$ cat config.mk
export PLATFORM = sky130hd
export DESIGN_NAME = uri_percent_decoder
export DESIGN_NICKNAME = d
export VERILOG_FILES = /design/src/hdl/urid_pkg.sv /design/src/hdl/uri_percent_decoder.sv /design/src/hdl/urid_front.sv /design/src/hdl/urid_queue.sv /design/src/hdl/urid_back.sv
export SDC_FILE = /design/constraint.sdc
export NUM_CORES = 1
export LEC_CHECK = 0
export ABC_CLOCK_PERIOD_IN_PS = 3700
export BUFFER_PORTS_ARGS = -buffer_cell sky130_fd_sc_hd__buf_2
export CAP_MARGIN = 20
export CORE_ASPECT_RATIO = 1.25
export CORE_MARGIN = 2
export CORE_UTILIZATION = 35
export DETAILED_ROUTE_END_ITERATION = 8
export SLEW_MARGIN = 20
export SYNTH_ARGS = -nofsm -noshare
export SYNTH_HDL_FRONTEND = slang
export SYNTH_SLANG_ARGS = --single-unit
$ cat constraint.sdc
create_clock -name aclk -period 3.7 [get_ports aclk]
set_clock_uncertainty 0.1 [all_clocks]
set_input_delay 1.11 -clock aclk [delete_from_list [all_inputs] [get_ports aclk]]
set_output_delay 1.11 -clock aclk [all_outputs]
set_load 0.01 [all_outputs]
$ cat src/hdl/urid_pkg.sv
// ----------------------------------------------------------------------------
// urid_pkg
// Shared types, character constants and hex helpers for the URI percent
// decoder.
// ----------------------------------------------------------------------------
package urid_pkg;

    localparam logic [7:0] PCT_CHAR  = 8'h25;
    localparam logic [7:0] ZERO_CHAR = 8'h30;

    // Largest number of output bytes one input byte can cause.
    localparam int unsigned MAX_OUT = 3;
    localparam int unsigned CNT_W   = $clog2(MAX_OUT + 1);
    localparam int unsigned IDX_W   = $clog2(MAX_OUT);

    // One group of output bytes caused by a single input beat.
    typedef struct packed {
        logic [MAX_OUT-1:0][7:0] data;   // data[0] goes out first
        logic [CNT_W-1:0]        count;  // 1 to MAX_OUT bytes valid
        logic                    last;   // group closes the string
    } entry_t;

    function automatic logic is_hex(input logic [7:0] c);
        logic r;
        r = ((c >= 8'h30) && (c <= 8'h39)) ||
            ((c >= 8'h41) && (c <= 8'h46)) ||
            ((c >= 8'h61) && (c <= 8'h66));
        return r;
    endfunction

    function automatic logic [3:0] hex_val(input logic [7:0] c);
        logic [7:0] v;
        v = 8'h00;
        if ((c >= 8'h30) && (c <= 8'h39)) begin
            v = c - 8'h30;
        end else if ((c >= 8'h41) && (c <= 8'h46)) begin
            v = c - 8'h37;
        end else if ((c >= 8'h61) && (c <= 8'h66)) begin
            v = c - 8'h57;
        end
        return v[3:0];
    endfunction

endpackage

$ cat src/hdl/uri_percent_decoder.sv
// ----------------------------------------------------------------------------
// uri_percent_decoder
// Streaming URI percent decoder: '%' plus two hex digits becomes one byte,
// '%00' and broken escapes pass through literally, open escapes are flushed
// on the final byte.
//
//   Channel | Direction | tdata          | tlast
//   s_      | in        | [7:0] in_byte  | in_last
//   m_      | out       | [7:0] out_byte | out_last
//
// One input beat is taken per cycle while the group queue has room; the
// output side sends one byte per cycle while m_tready is high, and a byte
// that causes two or three outputs is absorbed by the QUEUE_DEPTH-entry
// queue. A group is written into the queue and then loaded into the
// serializer register before its first output beat.
// Reset is synchronous and active low; it clears the escape state and empties
// the queue. Either side may stall independently.
// ----------------------------------------------------------------------------
module uri_percent_decoder #(
    parameter int unsigned QUEUE_DEPTH = 4
) (
    input  logic       aclk,
    input  logic       aresetn,
    input  logic       s_tvalid,
    output logic       s_tready,
    input  logic [7:0] s_tdata,   // [7:0] in_byte
    input  logic       s_tlast,
    output logic       m_tvalid,
    input  logic       m_tready,
    output logic [7:0] m_tdata,   // [7:0] out_byte
    output logic       m_tlast
);
    import urid_pkg::*;

    logic   in_fire;
    logic   push;
    entry_t push_entry;
    logic   full;
    logic   pop;
    logic   head_valid;
    entry_t head_entry;

    assign s_tready = !full;
    assign in_fire  = s_tvalid && s_tready;

    urid_front u_front (
        .aclk       (aclk),
        .aresetn    (aresetn),
        .in_fire    (in_fire),
        .in_byte    (s_tdata),
        .in_last    (s_tlast),
        .push       (push),
        .push_entry (push_entry)
    );

    urid_queue #(
        .DEPTH (QUEUE_DEPTH)
    ) u_queue (
        .aclk       (aclk),
        .aresetn    (aresetn),
        .push       (push),
        .push_entry (push_entry),
        .full       (full),
        .pop        (pop),
        .head_valid (head_valid),
        .head_entry (head_entry)
    );

    urid_back u_back (
        .aclk       (aclk),
        .aresetn    (aresetn),
        .head_valid (head_valid),
        .head_entry (head_entry),
        .pop        (pop),
        .m_tvalid   (m_tvalid),
        .m_tready   (m_tready),
        .m_tdata    (m_tdata),
        .m_tlast    (m_tlast)
    );

endmodule

$ cat src/hdl/urid_front.sv
// ----------------------------------------------------------------------------
// urid_front
// Escape tracker: classifies each input byte against the pending escape and
// builds the group of output bytes it causes.
// ----------------------------------------------------------------------------
module urid_front (
    input  logic            aclk,
    input  logic            aresetn,
    input  logic            in_fire,
    input  logic [7:0]      in_byte,
    input  logic            in_last,
    output logic            push,
    output urid_pkg::entry_t push_entry
);
    import urid_pkg::*;

    typedef enum logic [2:0] {
        PH_IDLE = 3'b001,
        PH_PCT  = 3'b010,
        PH_HEX  = 3'b100
    } phase_t;

    phase_t     phase_reg, phase_next;
    logic [7:0] held_reg, held_next;

    entry_t           grp;
    logic [IDX_W-1:0] n;
    logic [CNT_W-1:0] cnt;

    always_comb begin
        grp        = '0;
        n          = '0;
        cnt        = '0;
        phase_next = phase_reg;
        held_next  = held_reg;

        case (phase_reg)
            PH_PCT: begin
                if (is_hex(in_byte)) begin
                    held_next  = in_byte;
                    phase_next = PH_HEX;
                end else begin
                    grp.data[n] = PCT_CHAR;
                    n = n + 1'b1;
                    cnt = cnt + 1'b1;
                    if (in_byte == PCT_CHAR) begin
                        phase_next = PH_PCT;
                    end else begin
                        grp.data[n] = in_byte;
                        n = n + 1'b1;
                        cnt = cnt + 1'b1;
                        phase_next = PH_IDLE;
                    end
                end
            end
            PH_HEX: begin
                if (is_hex(in_byte)) begin
                    if ((held_reg == ZERO_CHAR) && (in_byte == ZERO_CHAR)) begin
                        // The null escape is passed through as three bytes.
                        grp.data[0] = PCT_CHAR;
                        grp.data[1] = ZERO_CHAR;
                        grp.data[2] = ZERO_CHAR;
                        cnt = CNT_W'(3);
                    end else begin
                        grp.data[0] = {hex_val(held_reg), hex_val(in_byte)};
                        cnt = CNT_W'(1);
                    end
                    phase_next = PH_IDLE;
                end else begin
                    grp.data[0] = PCT_CHAR;
                    grp.data[1] = held_reg;
                    n = IDX_W'(2);
                    cnt = CNT_W'(2);
                    if (in_byte == PCT_CHAR) begin
                        phase_next = PH_PCT;
                    end else begin
                        grp.data[n] = in_byte;
                        n = n + 1'b1;
                        cnt = cnt + 1'b1;
                        phase_next = PH_IDLE;
                    end
                end
            end
            default: begin
                if (in_byte == PCT_CHAR) begin
                    phase_next = PH_PCT;
                end else begin
                    grp.data[n] = in_byte;
                    n = n + 1'b1;
                    cnt = cnt + 1'b1;
                    phase_next = PH_IDLE;
                end
            end
        endcase

        // On the final byte, whatever escape is still open is flushed literally.
        if (in_last) begin
            if (phase_next == PH_PCT) begin
                grp.data[n] = PCT_CHAR;
                cnt = cnt + 1'b1;
            end else if (phase_next == PH_HEX) begin
                grp.data[n] = PCT_CHAR;
                n = n + 1'b1;
                grp.data[n] = held_next;
                cnt = cnt + CNT_W'(2);
            end
            phase_next = PH_IDLE;
        end

        grp.count = cnt;
        grp.last  = in_last;
    end

    assign push       = in_fire && (cnt != '0);
    assign push_entry = grp;

    always_ff @(posedge aclk) begin
        if (!aresetn) begin
            phase_reg <= PH_IDLE;
        end else if (in_fire) begin
            phase_reg <= phase_next;
        end
    end

    always_ff @(posedge aclk) begin
        if (in_fire) begin
            held_reg <= held_next;
        end
    end

    // A final byte always produces at least one output byte.
    assert property (@(posedge aclk) disable iff (!aresetn)
        (in_fire && in_last) |-> push)
        else $error("final byte produced no output");

    // After a final byte the tracker is back to no pending escape.
    assert property (@(posedge aclk) disable iff (!aresetn)
        (in_fire && in_last) |=> (phase_reg == PH_IDLE))
        else $error("escape left open after final byte");

endmodule

$ cat src/hdl/urid_queue.sv
// ----------------------------------------------------------------------------
// urid_queue
// Short FIFO of output groups between the escape tracker and the serializer.
// ----------------------------------------------------------------------------
module urid_queue #(
    parameter int unsigned DEPTH = 4
) (
    input  logic             aclk,
    input  logic             aresetn,
    input  logic             push,
    input  urid_pkg::entry_t push_entry,
    output logic             full,
    input  logic             pop,
    output logic             head_valid,
    output urid_pkg::entry_t head_entry
);
    import urid_pkg::*;

    localparam int unsigned AW = (DEPTH > 1) ? $clog2(DEPTH) : 1;
    localparam int unsigned CW = $clog2(DEPTH + 1);

    entry_t        mem [DEPTH];
    logic [AW-1:0] wr_ptr_reg, wr_ptr_next;
    logic [AW-1:0] rd_ptr_reg, rd_ptr_next;
    logic [CW-1:0] count_reg, count_next;

    function automatic logic [AW-1:0] ptr_inc(input logic [AW-1:0] p);
        logic [AW-1:0] r;
        r = (p == AW'(DEPTH - 1)) ? '0 : p + 1'b1;
        return r;
    endfunction

    assign full       = (count_reg == CW'(DEPTH));
    assign head_valid = (count_reg != '0);
    assign head_entry = mem[rd_ptr_reg];

    always_comb begin
        wr_ptr_next = push ? ptr_inc(wr_ptr_reg) : wr_ptr_reg;
        rd_ptr_next = pop  ? ptr_inc(rd_ptr_reg) : rd_ptr_reg;
        count_next  = count_reg;
        if (push && !pop) begin
            count_next = count_reg + 1'b1;
        end else if (pop && !push) begin
            count_next = count_reg - 1'b1;
        end
    end

    always_ff @(posedge aclk) begin
        if (!aresetn) begin
            wr_ptr_reg <= '0;
            rd_ptr_reg <= '0;
            count_reg  <= '0;
        end else begin
            wr_ptr_reg <= wr_ptr_next;
            rd_ptr_reg <= rd_ptr_next;
            count_reg  <= count_next;
        end
    end

    always_ff @(posedge aclk) begin
        if (push) begin
            mem[wr_ptr_reg] <= push_entry;
        end
    end

    assert property (@(posedge aclk) disable iff (!aresetn) !(push && full))
        else $error("queue overflow");

    assert property (@(posedge aclk) disable iff (!aresetn) !(pop && !head_valid))
        else $error("queue underflow");

endmodule

$ cat src/hdl/urid_back.sv
// ----------------------------------------------------------------------------
// urid_back
// Serializer: takes one output group at a time from the queue and sends its
// bytes out one beat each.
// ----------------------------------------------------------------------------
module urid_back (
    input  logic             aclk,
    input  logic             aresetn,
    input  logic             head_valid,
    input  urid_pkg::entry_t head_entry,
    output logic             pop,
    output logic             m_tvalid,
    input  logic             m_tready,
    output logic [7:0]       m_tdata,
    output logic             m_tlast
);
    import urid_pkg::*;

    entry_t           cur_reg;
    logic             cur_valid_reg, cur_valid_next;
    logic [IDX_W-1:0] idx_reg, idx_next;
    logic             at_end;
    logic             fire;

    assign at_end = (CNT_W'(idx_reg) == (cur_reg.count - 1'b1));
    assign fire   = cur_valid_reg && m_tready;
    assign pop    = head_valid && (!cur_valid_reg || (fire && at_end));

    always_comb begin
        cur_valid_next = cur_valid_reg;
        idx_next       = idx_reg;
        if (pop) begin
            cur_valid_next = 1'b1;
            idx_next       = '0;
        end else if (fire) begin
            if (at_end) begin
                cur_valid_next = 1'b0;
                idx_next       = '0;
            end else begin
                idx_next = idx_reg + 1'b1;
            end
        end
    end

    always_ff @(posedge aclk) begin
        if (!aresetn) begin
            cur_valid_reg <= 1'b0;
            idx_reg       <= '0;
        end else begin
            cur_valid_reg <= cur_valid_next;
            idx_reg       <= idx_next;
        end
    end

    always_ff @(posedge aclk) begin
        if (pop) begin
            cur_reg <= head_entry;
        end
    end

    assign m_tvalid = cur_valid_reg;
    assign m_tdata  = cur_reg.data[idx_reg];
    assign m_tlast  = cur_reg.last && at_end;

    // The byte pointer never runs past the group it walks through.
    assert property (@(posedge aclk) disable iff (!aresetn)
        cur_valid_reg |-> ((cur_reg.count != '0) && (CNT_W'(idx_reg) < cur_reg.count)))
        else $error("byte index outside current group");

endmodule
### Word-level counts from Yosys, hierarchy flattened

Memory sizes are Yosys's and may differ from the RTL's. A register that Yosys moved wholly into a read port is not among the register bits.
Index checks and enable logic that the tools add are counted.

| storage, ports and cells | value |
|---|---|
| flip-flop bits (word level) | 21 |
| RAM bits | 108 |
| input bits | 13 |
| memories | 1 |

| operators by class | value |
|---|---|
| add/sub/neg operators | 15 |
| magnitude comparators | 17 |
| equal/unequal tests | 11 |
| muxes and demuxes | 53 |
| bitwise logic cells | 4 |
| reductions and logical operators | 31 |

Memories:

| memory | depth | bits a word | read ports | clocked after Yosys merged registers in | write ports | RTL line | source |
|---|---|---|---|---|---|---|---|
| u_queue.mem | 4 | 27 | 1 | 1 | 1 | urid_queue.sv:22 | `entry_t mem [DEPTH];` |

Operators by type and width:

| kind | count |
|---|---|
| $mux 24 | 4 |
| $mux 8 | 8 |
| $demux 8 s2 | 2 |
| $ge 8x7->1 const B | 4 |
| $le 8x7->1 const B | 4 |
| $pmux 8 s2 | 2 |
| $bwmux 24 | 1 |
| $eq 8x6->1 const B | 3 |
| $mux 2 | 12 |
| $mux 4 | 6 |
| $logic_and 1x1->1 | 17 |
| $bmux 8 s2 | 1 |
| $ge 8x6->1 const B | 2 |
| $le 8x6->1 const B | 2 |
| $mux 16 | 1 |
| $sub 4x3->4 const B | 4 |
| $and 15x15->15 | 1 |
| $mux 3 | 5 |
| $not 15->15 | 1 |
| $mux 14 | 1 |
| $add 2x1->2 const B | 5 |
| $eq 3x3->1 const B | 3 |
| $lt 2x3->1 const B | 3 |
| $or 9x9->9 | 1 |
| 19 further kinds | 38 |

### Longest topological paths before layout

Gate-level depths: netlist of the first run.

| logic depth | value |
|---|---|
| word-level depth | 16 |
| gate-level depth with buffers | 15 |

### Modules after synthesis

A second synthesis of the first run with hierarchy kept.

| second synthesis, totals | value |
|---|---|
| cell total of the unflattened synthesis | 438 |
| area total of the unflattened synthesis | 6955.4 µm² |

Modules (own cells, without submodules):

| module | instances | cells an instance | area an instance (µm²) |
|---|---|---|---|
| urid_queue | 1 | 185 | 4403.0 |
| urid_front | 1 | 172 | 1365.1 |
| urid_back | 1 | 79 | 1177.4 |
| uri_percent_decoder | 1 | 2 | 10.0 |

### Least setup slack after synthesis of the first run

Ideal clock, no wire load.

| path | value |
|---|---|
| kind | input to register |
| from | in m_tready |
| to | reg u_queue.count_reg[2] |
| data arrival time | 3.842 ns |
| path slack | -0.317 ns |
| stages on the path | 9 |
| path buffers | 0 |
| cell sequence | nand2_1 -> a21oi_1 -> inv_1 -> ha_1 -> inv_1 -> fa_1 -> xor2_1 -> or3_1 -> a21boi_0 |

| on the way | value |
|---|---|
| longest elaborated chain between the ends | 7 |

Ends and longest elaborated chain:

| item | RTL line | source |
|---|---|---|
| start: declaration | uri_percent_decoder.sv:29 | `input logic m_tready,` |
| $logic_and 1x1->1 (*) | urid_back.sv:26 | `assign fire = cur_valid_reg && m_tready;` |
| $logic_and 1x1->1 (*) | urid_back.sv:27 | `assign pop = head_valid && (!cur_valid_reg \|\| (fire && at_end));` |
| $logic_or 1x1->1 (*) | urid_back.sv:27 |  |
| $logic_and 1x1->1 (*) | urid_back.sv:27 |  |
| via pop | uri_percent_decoder.sv:39 | `logic pop;` |
| $logic_not 1->1 | urid_queue.sv:41 | `if (push && !pop) begin` |
| $logic_and 1x1->1 | urid_queue.sv:41 |  |
| $mux 3 or $reduce_bool 2->1 (tied branches) | - |  |
| end signal: assignment | urid_queue.sv:56 | `count_reg <= count_next;` |
| end: declaration | urid_queue.sv:25 | `logic [CW-1:0] count_reg, count_next;` |

Mark *: on every way through the listed nets, which the timed path passes. The rest lies on a longest branch.
A chain may end at the register's enable or synchronous reset.

### Final worst setup path of the first run

| path | value |
|---|---|
| from | in s_tdata[1] |
| to | reg u_queue.count_reg[2] |

| on the way | value |
|---|---|
| longest elaborated chain between the ends | 15 |

Ends and longest elaborated chain:

| item | RTL line | source |
|---|---|---|
| start: declaration | uri_percent_decoder.sv:26 | `input logic [7:0] s_tdata,` |
| $ge 8x6->1 (tied with other cells) | urid_pkg.sv:25 | `r = ((c >= 8'h30) && (c <= 8'h39)) \|\|` |
| $logic_and 1x1->1, on equally long branches | urid_pkg.sv:25, urid_pkg.sv:26 |  |
| $logic_or 1x1->1 | urid_pkg.sv:25 |  |
| $logic_or 1x1->1 | urid_pkg.sv:26 | `((c >= 8'h41) && (c <= 8'h46)) \|\|` |
| $mux 2 (tied with other cells) | urid_front.sv:57 | `if (is_hex(in_byte)) begin` |
| $pmux 2 s2 or $pmux 3 s2 (tied branches) | urid_front.sv:37 | `case (phase_reg)` |
| $add 2x2->2 or $eq 3x3->1 (tied branches) | urid_front.sv:105, urid_front.sv:101 |  |
| $mux 2 | urid_front.sv:101 | `end else if (phase_next == PH_HEX) begin` |
| $mux 2 | urid_front.sv:98 | `if (phase_next == PH_PCT) begin` |
| $mux 2 (*) | urid_front.sv:97 | `if (in_last) begin` |
| $reduce_bool 2->1 (*) | urid_front.sv:114 | `assign push = in_fire && (cnt != '0);` |
| $logic_and 1x1->1 (*) | urid_front.sv:114 |  |
| $logic_not 1->1 | urid_queue.sv:43 | `end else if (pop && !push) begin` |
| $logic_and 1x1->1 | urid_queue.sv:43 |  |
| $reduce_bool 2->1 (no line) | - |  |

Mark *: on every way between the ends. The rest lies on a longest branch, timed or not.

==> results of run 1 <==
[worst max-delay path, cell delays in order]
cell and delay, ns:
buf_2 0.10, inv_1 0.09, ha_1 0.20, and4bb_2 0.26, nand3_1 0.12, xnor2_1 0.20, nand2b_4 0.10, o21a_1 0.13
ha_2 0.18, inv_1 0.05, fa_1 0.37, xor2_1 0.18, or3_1 0.31, a21boi_0 0.20
[how the worst max path moves through the flow]
| stage | start | end | slack [ns] | cells after the start |
|---|---|---|---|---|
| final | s_tdata[1] | u_queue.count_reg[2] | 0.34 | 14 |
| after global routing | s_tdata[1] | u_queue.count_reg[2] | 0.17 | 14 |
| after CTS | s_tdata[1] | u_queue.count_reg[2] | 0.34 | 14 |
| after detailed placement | s_tdata[1] | u_queue.count_reg[2] | -0.12 | 14 |
| after global placement | s_tdata[1] | u_queue.count_reg[2] | 0.06 | 14 |
| after floorplan | s_tdata[0] | u_queue.count_reg[2] | 0.006 | 15 |
[area by class of cell]
class | instances | area, um2 | area share, %
flip-flops and latches | 156 | 4560 | 57.5
multi-input cells | 250 | 2110 | 26.7
clock buffers | 17 | 425 | 5.37
repair buffers | 44 | 335 | 4.24
well taps | 232 | 290 | 3.67
clock inverters | 15 | 155 | 1.96
inverters | 11 | 41.3 | 0.522
[power by group]
group          total (mW)  internal (mW)  switching [mW]
clock network        1.65          0.899           0.755
registers            2.50           2.34           0.160
logic                1.16          0.560           0.597
total                5.31           3.80            1.51
[routing by layer]
| layer | vias up | track usage, % |
|---|---|---|
| met3 | 12 | 2.85 |
| li1 | 1780 | - |
| met5 | - | 0 |
| met4 | 0 | 4.74 |
| met2 | 82 | 23.2 |
| met1 | 1849 | 15.6 |
[logic make-up (layout without fill, tap and decap cells)]
family | after synthesis | count (layout) | share of synthesized area, %
AO/OA/AOI/OAI | 69 | 69 | 6.46
XOR/XNOR | 8 | 8 | 1.03
adder cells (fa/ha/maj) | 15 | 15 | 2.88
buffers and inverters | 33 | 87 | 1.96
flip-flops | 156 | 156 | 67.1
multiplexers | 47 | 47 | 12.0
AND/OR/NAND/NOR | 111 | 111 | 8.52
[cell usage after synthesis, drive strengths merged, types with 7 or more instances]
| master | instances |
|---|---|
| and2 | 10 |
| a21oi | 16 |
| nor2 | 18 |
| inv | 11 |
| nand2b | 7 |
| ha | 14 |
| nor2b | 8 |
| clkbuf | 14 |
| dfxtp | 13 |
| buf | 8 |
| o21ai | 23 |
| edfxtp | 143 |
| nand2 | 40 |
| mux2i | 15 |
| mux4 | 27 |
[through the flow]
stage / total power, mW / utilization [%] / std cells
3_5_place_dp: 3.73 / 38.8 / 693
6_report: 5.31 / 41.8 / 725
3_3_place_gp: 3.68 / 38.7 / 692
2_1_floorplan: 3.32 / - / 439
4_1_cts: 5.39 / 41.8 / 725
5_1_grt: 5.60 / 41.8 / 725
==> results.sh, run 1 <==
export IMPL_result_of_the_run="finished clean"
export IMPL_cts_hold_buf=0
export IMPL_die_area_um2=20500
export IMPL_crit_fanout=4
export IMPL_clk_latency_ns=0.41
export IMPL_net_count_after_synthesis=467
export IMPL_synth_seq_area_share_pct=67.1
export IMPL_largest_reg_flops=108
export IMPL_mostFrequentLayoutCells="edfxtp_1, nand2_1, mux4_2"
export IMPL_drv_cap=0
export IMPL_globalRouteOverflowTotal=0
export IMPL_post_synth_inst_count=439
export IMPL_slew_headroom_pct=42.0
export IMPL_netlist_top_cells_area="edfxtp_1, mux4_2, dfxtp_1"
export IMPL_worst_path_required_time_ns=3.93
export IMPL_cts_tree="yes"
export IMPL_layout_drive_gt1_share_pct=23.9
export IMPL_synth_edff_count=143
export IMPL_final_design_area_no_fill_um2=7920
export IMPL_cts_post_setup_buffers_inserted=0
export IMPL_criticalPathCategory="input pin to flip-flop"
export IMPL_synth_top_cell_area_share_pct=63.3
export IMPL_num_nets_final=508
export IMPL_detail_route_vias_per_cell=5.14
export IMPL_pin_count=24
export IMPL_totalWireLength_mm=12.5
export IMPL_ir_drop_mv=0.268
export IMPL_tritoncts_num_buffers=17
export IMPL_worstReg2RegEnd="u_queue.count_reg[2]"
export IMPL_globalRouteTotalUtil_pct=13.1
export IMPL_async_flop_share_pct=0
export IMPL_cts_htree_levels=4
export IMPL_cts_resized=0
export IMPL_gp_congestion=0.855
export IMPL_start_util_pct=35.9
export IMPL_detailedPlace_worstSlack_ns=-0.121
export IMPL_total_clock_sinks=156
export IMPL_worstRegToRegCells=11
export IMPL_fillerInstances=1722
export IMPL_nature_of_the_critical_path_startpoint="input pin"
export IMPL_num_rows=56
export IMPL_met3RoutedLength_um=463
export IMPL_drt_initial_drc_count=265
export IMPL_setup_violations=0
export IMPL_rsz_0062_raised_after_global_routing="no"
export IMPL_dp_final_hpwl_mm=8.57
export IMPL_die_height_um=160
export IMPL_mapped_cell_area_um2=6780
export IMPL_clockBufferDepth=2
export IMPL_final_hold_viol_count=0
export IMPL_synth_area_per_cell_um2=15.5
export IMPL_wl_met2_mm=6.58
export IMPL_setup_reg_to_reg_worst_slack_ns=0.76
export IMPL_crit_arrival_ns=3.59
export IMPL_power_static_leakage_nw=2.66
export IMPL_timing_hold_worst_endpoint="u_queue.wr_ptr_reg[1]"
export IMPL_post_synthesis_register_bit_count=156
export IMPL_grt_pass1_vias=3934
export IMPL_synth_yosys_warnings=0
export IMPL_cts_root_buf="clkbuf_16"
export IMPL_synth_distinct_cells=54
export IMPL_width_of_the_die_um=129
export IMPL_top_signal_layer_used="met4"
export IMPL_postSynth_topFlopCell="edfxtp_1"
export IMPL_clkSlewWorstSetupHoldPaths_ns=0.07
export IMPL_drc_errors=0
export IMPL_mostFrequentLayoutCell="edfxtp_1"
export IMPL_holdPathStages=2
export IMPL_first_pass_grt_wire_length_mm=20.4
export IMPL_maxClockFrequency_mhz=298
export IMPL_worst_pin_slew_ns=0.859
export IMPL_wl_per_cell_um=17.3
export IMPL_power_per_cell_area_nw_per_um2=671
export IMPL_maximum_number_of_pins_on_one_net_before_global_route_repair=31
export IMPL_portBuffers=23
export IMPL_totalNegativeSetupSlack_ns=0
export IMPL_detail_route_antenna_nets=0
export IMPL_placed_area_um2=7340
export IMPL_route_vias_total=3723
export IMPL_core_area_um2=18900
export IMPL_layout_area_overhead_vs_synth_pct=16.7
export IMPL_hp_start="u_queue.wr_ptr_reg[1]"
export IMPL_antenna_found_initial=0
export IMPL_synth_top_cell_by_area="edfxtp_1"
export IMPL_regToRegStartpoint="u_back.idx_reg[1]"
export IMPL_crit_path_end_kind="flip-flop"
export IMPL_drt_pass1_iterations=5
export IMPL_final_critical_path_setup_slack_ns=0.339
export IMPL_fin_crit_sh_pct=90.8
export IMPL_period_minus_slack_ns=3.36
export IMPL_maxSlewViolCount=0
export IMPL_timing_hold_worst_class="flip-flop to flip-flop"
export IMPL_wl_met1_mm=5.34
export IMPL_finalHoldWorstSlack_ns=0.405
export IMPL_n_antenna_cell=0
No activity file was read; power rests on OpenSTA's default activity.
==> inputs of run 2 (changes only) <==
--- a/config.mk
+++ b/config.mk
@@ -5,7 +5,7 @@
 export SDC_FILE = /design/constraint.sdc
 export NUM_CORES = 1
 export LEC_CHECK = 0
-export ABC_CLOCK_PERIOD_IN_PS = 3700
+export ABC_CLOCK_PERIOD_IN_PS = 3900
 export BUFFER_PORTS_ARGS = -buffer_cell sky130_fd_sc_hd__buf_2
 export CAP_MARGIN = 20
 export CORE_ASPECT_RATIO = 1.25
==> constraint.sdc (replaced) <==
create_clock -name aclk -period 3.9 [get_ports aclk]
set_clock_uncertainty 0.1 [all_clocks]
set_input_delay 1.17 -clock aclk [delete_from_list [all_inputs] [get_ports aclk]]
set_output_delay 1.17 -clock aclk [all_outputs]
set_load 0.01 [all_outputs]
==> run 2 against run 1 <==
Net effect:
- sequential cell count unchanged
- worst hold slack better by 0.0054 ns
- clock power about the same
- clock-buffer cell count unchanged
- worst setup slack better by 0.12 ns
- first-iteration DRC count down 26%
- core utilization down 0.42 points
- critical path depth unchanged
- via count up 1.2%
- non-clock buffer count down 5
==> results.sh, run 2 (same netlist as run 1, synthesis figures left out) <==
export IMPL_multi_input_gate_area_in_the_final_layout_um2=2110
export IMPL_worst_pin_slew_ns=0.860
export IMPL_criticalPathCategory="input pin to flip-flop"
export IMPL_final_hold_viol_count=0
export IMPL_totalNegativeSetupSlack_ns=0
export IMPL_timing_critical_path_to="u_queue.count_reg[2]"
export IMPL_startpoint="s_tdata[1]"
export IMPL_mostFrequentLayoutCells="edfxtp_1, nand2_1, mux4_2"
export IMPL_core_area_um2=18900
export IMPL_worstRegToRegCells=7
export IMPL_rsz_0062_raised_after_global_routing="no"
export IMPL_clkSlewWorstSetupHoldPaths_ns=0.06
export IMPL_portBuffers=23
export IMPL_totalWireLength_mm=12.8
export IMPL_width_of_the_die_um=129
export IMPL_setup_violations=0
export IMPL_globalRouteTotalUtil_pct=13.2
export IMPL_layout_drive_gt1_share_pct=22.7
export IMPL_regToRegStartpoint="u_front.held_reg[0]"
export IMPL_timing_hold_worst_class="flip-flop to flip-flop"
export IMPL_critical_path_slowest_cell="fa_1"
export IMPL_maxClockFrequency_mhz=290
export IMPL_cts_root_buf="clkbuf_16"
export IMPL_setup_reg_to_reg_worst_slack_ns=1.14
export IMPL_cts_post_setup_buffers_inserted=0
export IMPL_pin_count=24
export IMPL_timing_critical_path_buf_inv=3
export IMPL_worst_path_largest_cell_delay_ns=0.37
export IMPL_wl_met2_mm=6.76
export IMPL_crit_arrival_ns=3.68
export IMPL_largest_reg_flops=108
export IMPL_period_minus_slack_ns=3.44
export IMPL_grt_pass1_vias=3918
export IMPL_power_static_leakage_nw=2.63
export IMPL_drt_pass1_iterations=5
export IMPL_cts_resized=0
export IMPL_total_clock_sinks=156
export IMPL_cts_htree_levels=4
export IMPL_mostFrequentLayoutCell="edfxtp_1"
export IMPL_start_util_pct=35.9
export IMPL_num_nets_final=503
export IMPL_drc_errors=0
export IMPL_holdPathStages=2
export IMPL_slew_headroom_pct=42.0
export IMPL_fin_crit_sh_pct=88.3
export IMPL_detailedPlace_worstSlack_ns=0.0678
export IMPL_wl_per_cell_um=17.8
export IMPL_power_per_cell_area_nw_per_um2=649
export IMPL_final_critical_path_setup_slack_ns=0.455
export IMPL_worst_path_required_time_ns=4.14
export IMPL_totalPowerFinal_mw=5.09
export IMPL_drt_initial_drc_count=196
export IMPL_globalRouteOverflowTotal=0
export IMPL_maximum_number_of_pins_on_one_net_before_global_route_repair=31
export IMPL_clk_latency_ns=0.41
export IMPL_detail_route_vias_per_cell=5.23
export IMPL_detail_route_antenna_nets=0
export IMPL_first_pass_grt_wire_length_mm=20.8
export IMPL_critical_path_cell_count=14
export IMPL_tritoncts_num_buffers=17
export IMPL_met3RoutedLength_um=448
export IMPL_num_rows=56
export IMPL_critical_path_top_delay_family="adder cells"
export IMPL_maxSlewViolCount=0
export IMPL_clockBufferDepth=2
export IMPL_gp_congestion=0.928
export IMPL_layout_core_utilization_pct=41.4
export IMPL_drv_cap=0
export IMPL_die_area_um2=20500
export IMPL_worstReg2RegEnd="u_queue.mem[0][9]"
export IMPL_wl_met1_mm=5.37
export IMPL_crit_path_end_kind="flip-flop"
export IMPL_ir_drop_mv=0.267
export IMPL_seq_area_um2=4560
export IMPL_n_antenna_cell=0
export IMPL_die_height_um=160
export IMPL_crit_fanout=4
export IMPL_fillerInstances=1669
export IMPL_route_vias_total=3769
export IMPL_result_of_the_run="finished clean"
export IMPL_finalHoldWorstSlack_ns=0.411
export IMPL_antenna_found_initial=0
export IMPL_cts_tree="yes"
export IMPL_nature_of_the_critical_path_startpoint="input pin"
export IMPL_layout_area_overhead_vs_synth_pct=15.6
export IMPL_dp_final_hpwl_mm=8.61
export IMPL_cts_hold_buf=0
export IMPL_worst_path_cell_trace="buf_2 > inv_1 > ha_1 > and4bb_2 > nand3_1 > xnor2_1 > nand2b_4 > o21a_1 > ha_1 > inv_1 > fa_1 > xor2_1 > or3_1 > a21boi_0"
export IMPL_hp_start="u_queue.wr_ptr_reg[1]"
export IMPL_top_signal_layer_used="met4"
[run 2: cell count changes in the layout (fill, tap and decap cells not counted), sizes merged]
cell    before  now
clkinv       2    1
bufinv       0    2
inv         19   18
buf         44   39
[run 2: worst min path at each step]
stage and endpoint:
6_report u_queue.wr_ptr_reg[1], 5_1_grt u_queue.wr_ptr_reg[1], 4_1_cts u_queue.wr_ptr_reg[1], 3_5_place_dp u_queue.wr_ptr_reg[1]
3_3_place_gp u_queue.wr_ptr_reg[1], 2_1_floorplan u_queue.wr_ptr_reg[1]
[run 2: tightest hold or removal path: cells and delay by family, from the launching register on]
kind             cells  cell delay (ns)
flip-flops           1             0.34
AND/OR/NAND/NOR      1             0.07
multiplexers         1             0.06
[run 2: metal layers]
metal	global-route usage (%)	vias to the layer above
met5	0	-
met2	23.3	91
met4	5.19	0
met3	2.88	17
li1	-	1769
met1	15.7	1892
[run 2: cell type report]
class | count | area share (%)
inverter | 11 | 0.527
timing repair buffer | 39 | 3.00
clock inverter | 15 | 2.30
clock buffer | 17 | 5.43
tap | 232 | 3.70
sequential | 156 | 58.2
multi-input combinational | 250 | 26.9
[run 2: per-stage QoR]
stage	cells	instance area [um2]
final	720	7840
after global routing	720	7840
after CTS	720	7840
after detailed placement	688	7230
after global placement	688	7230
after floorplan	439	6790
[run 2: report_power, final]
part           switching (mW)  leakage (nW)  total (mW)  internal (mW)
clock network           0.686         0.280        1.65          0.966
registers               0.203          1.42        2.43           2.23
logic                   0.516         0.927        1.01          0.490
total                    1.40          2.63        5.09           3.68
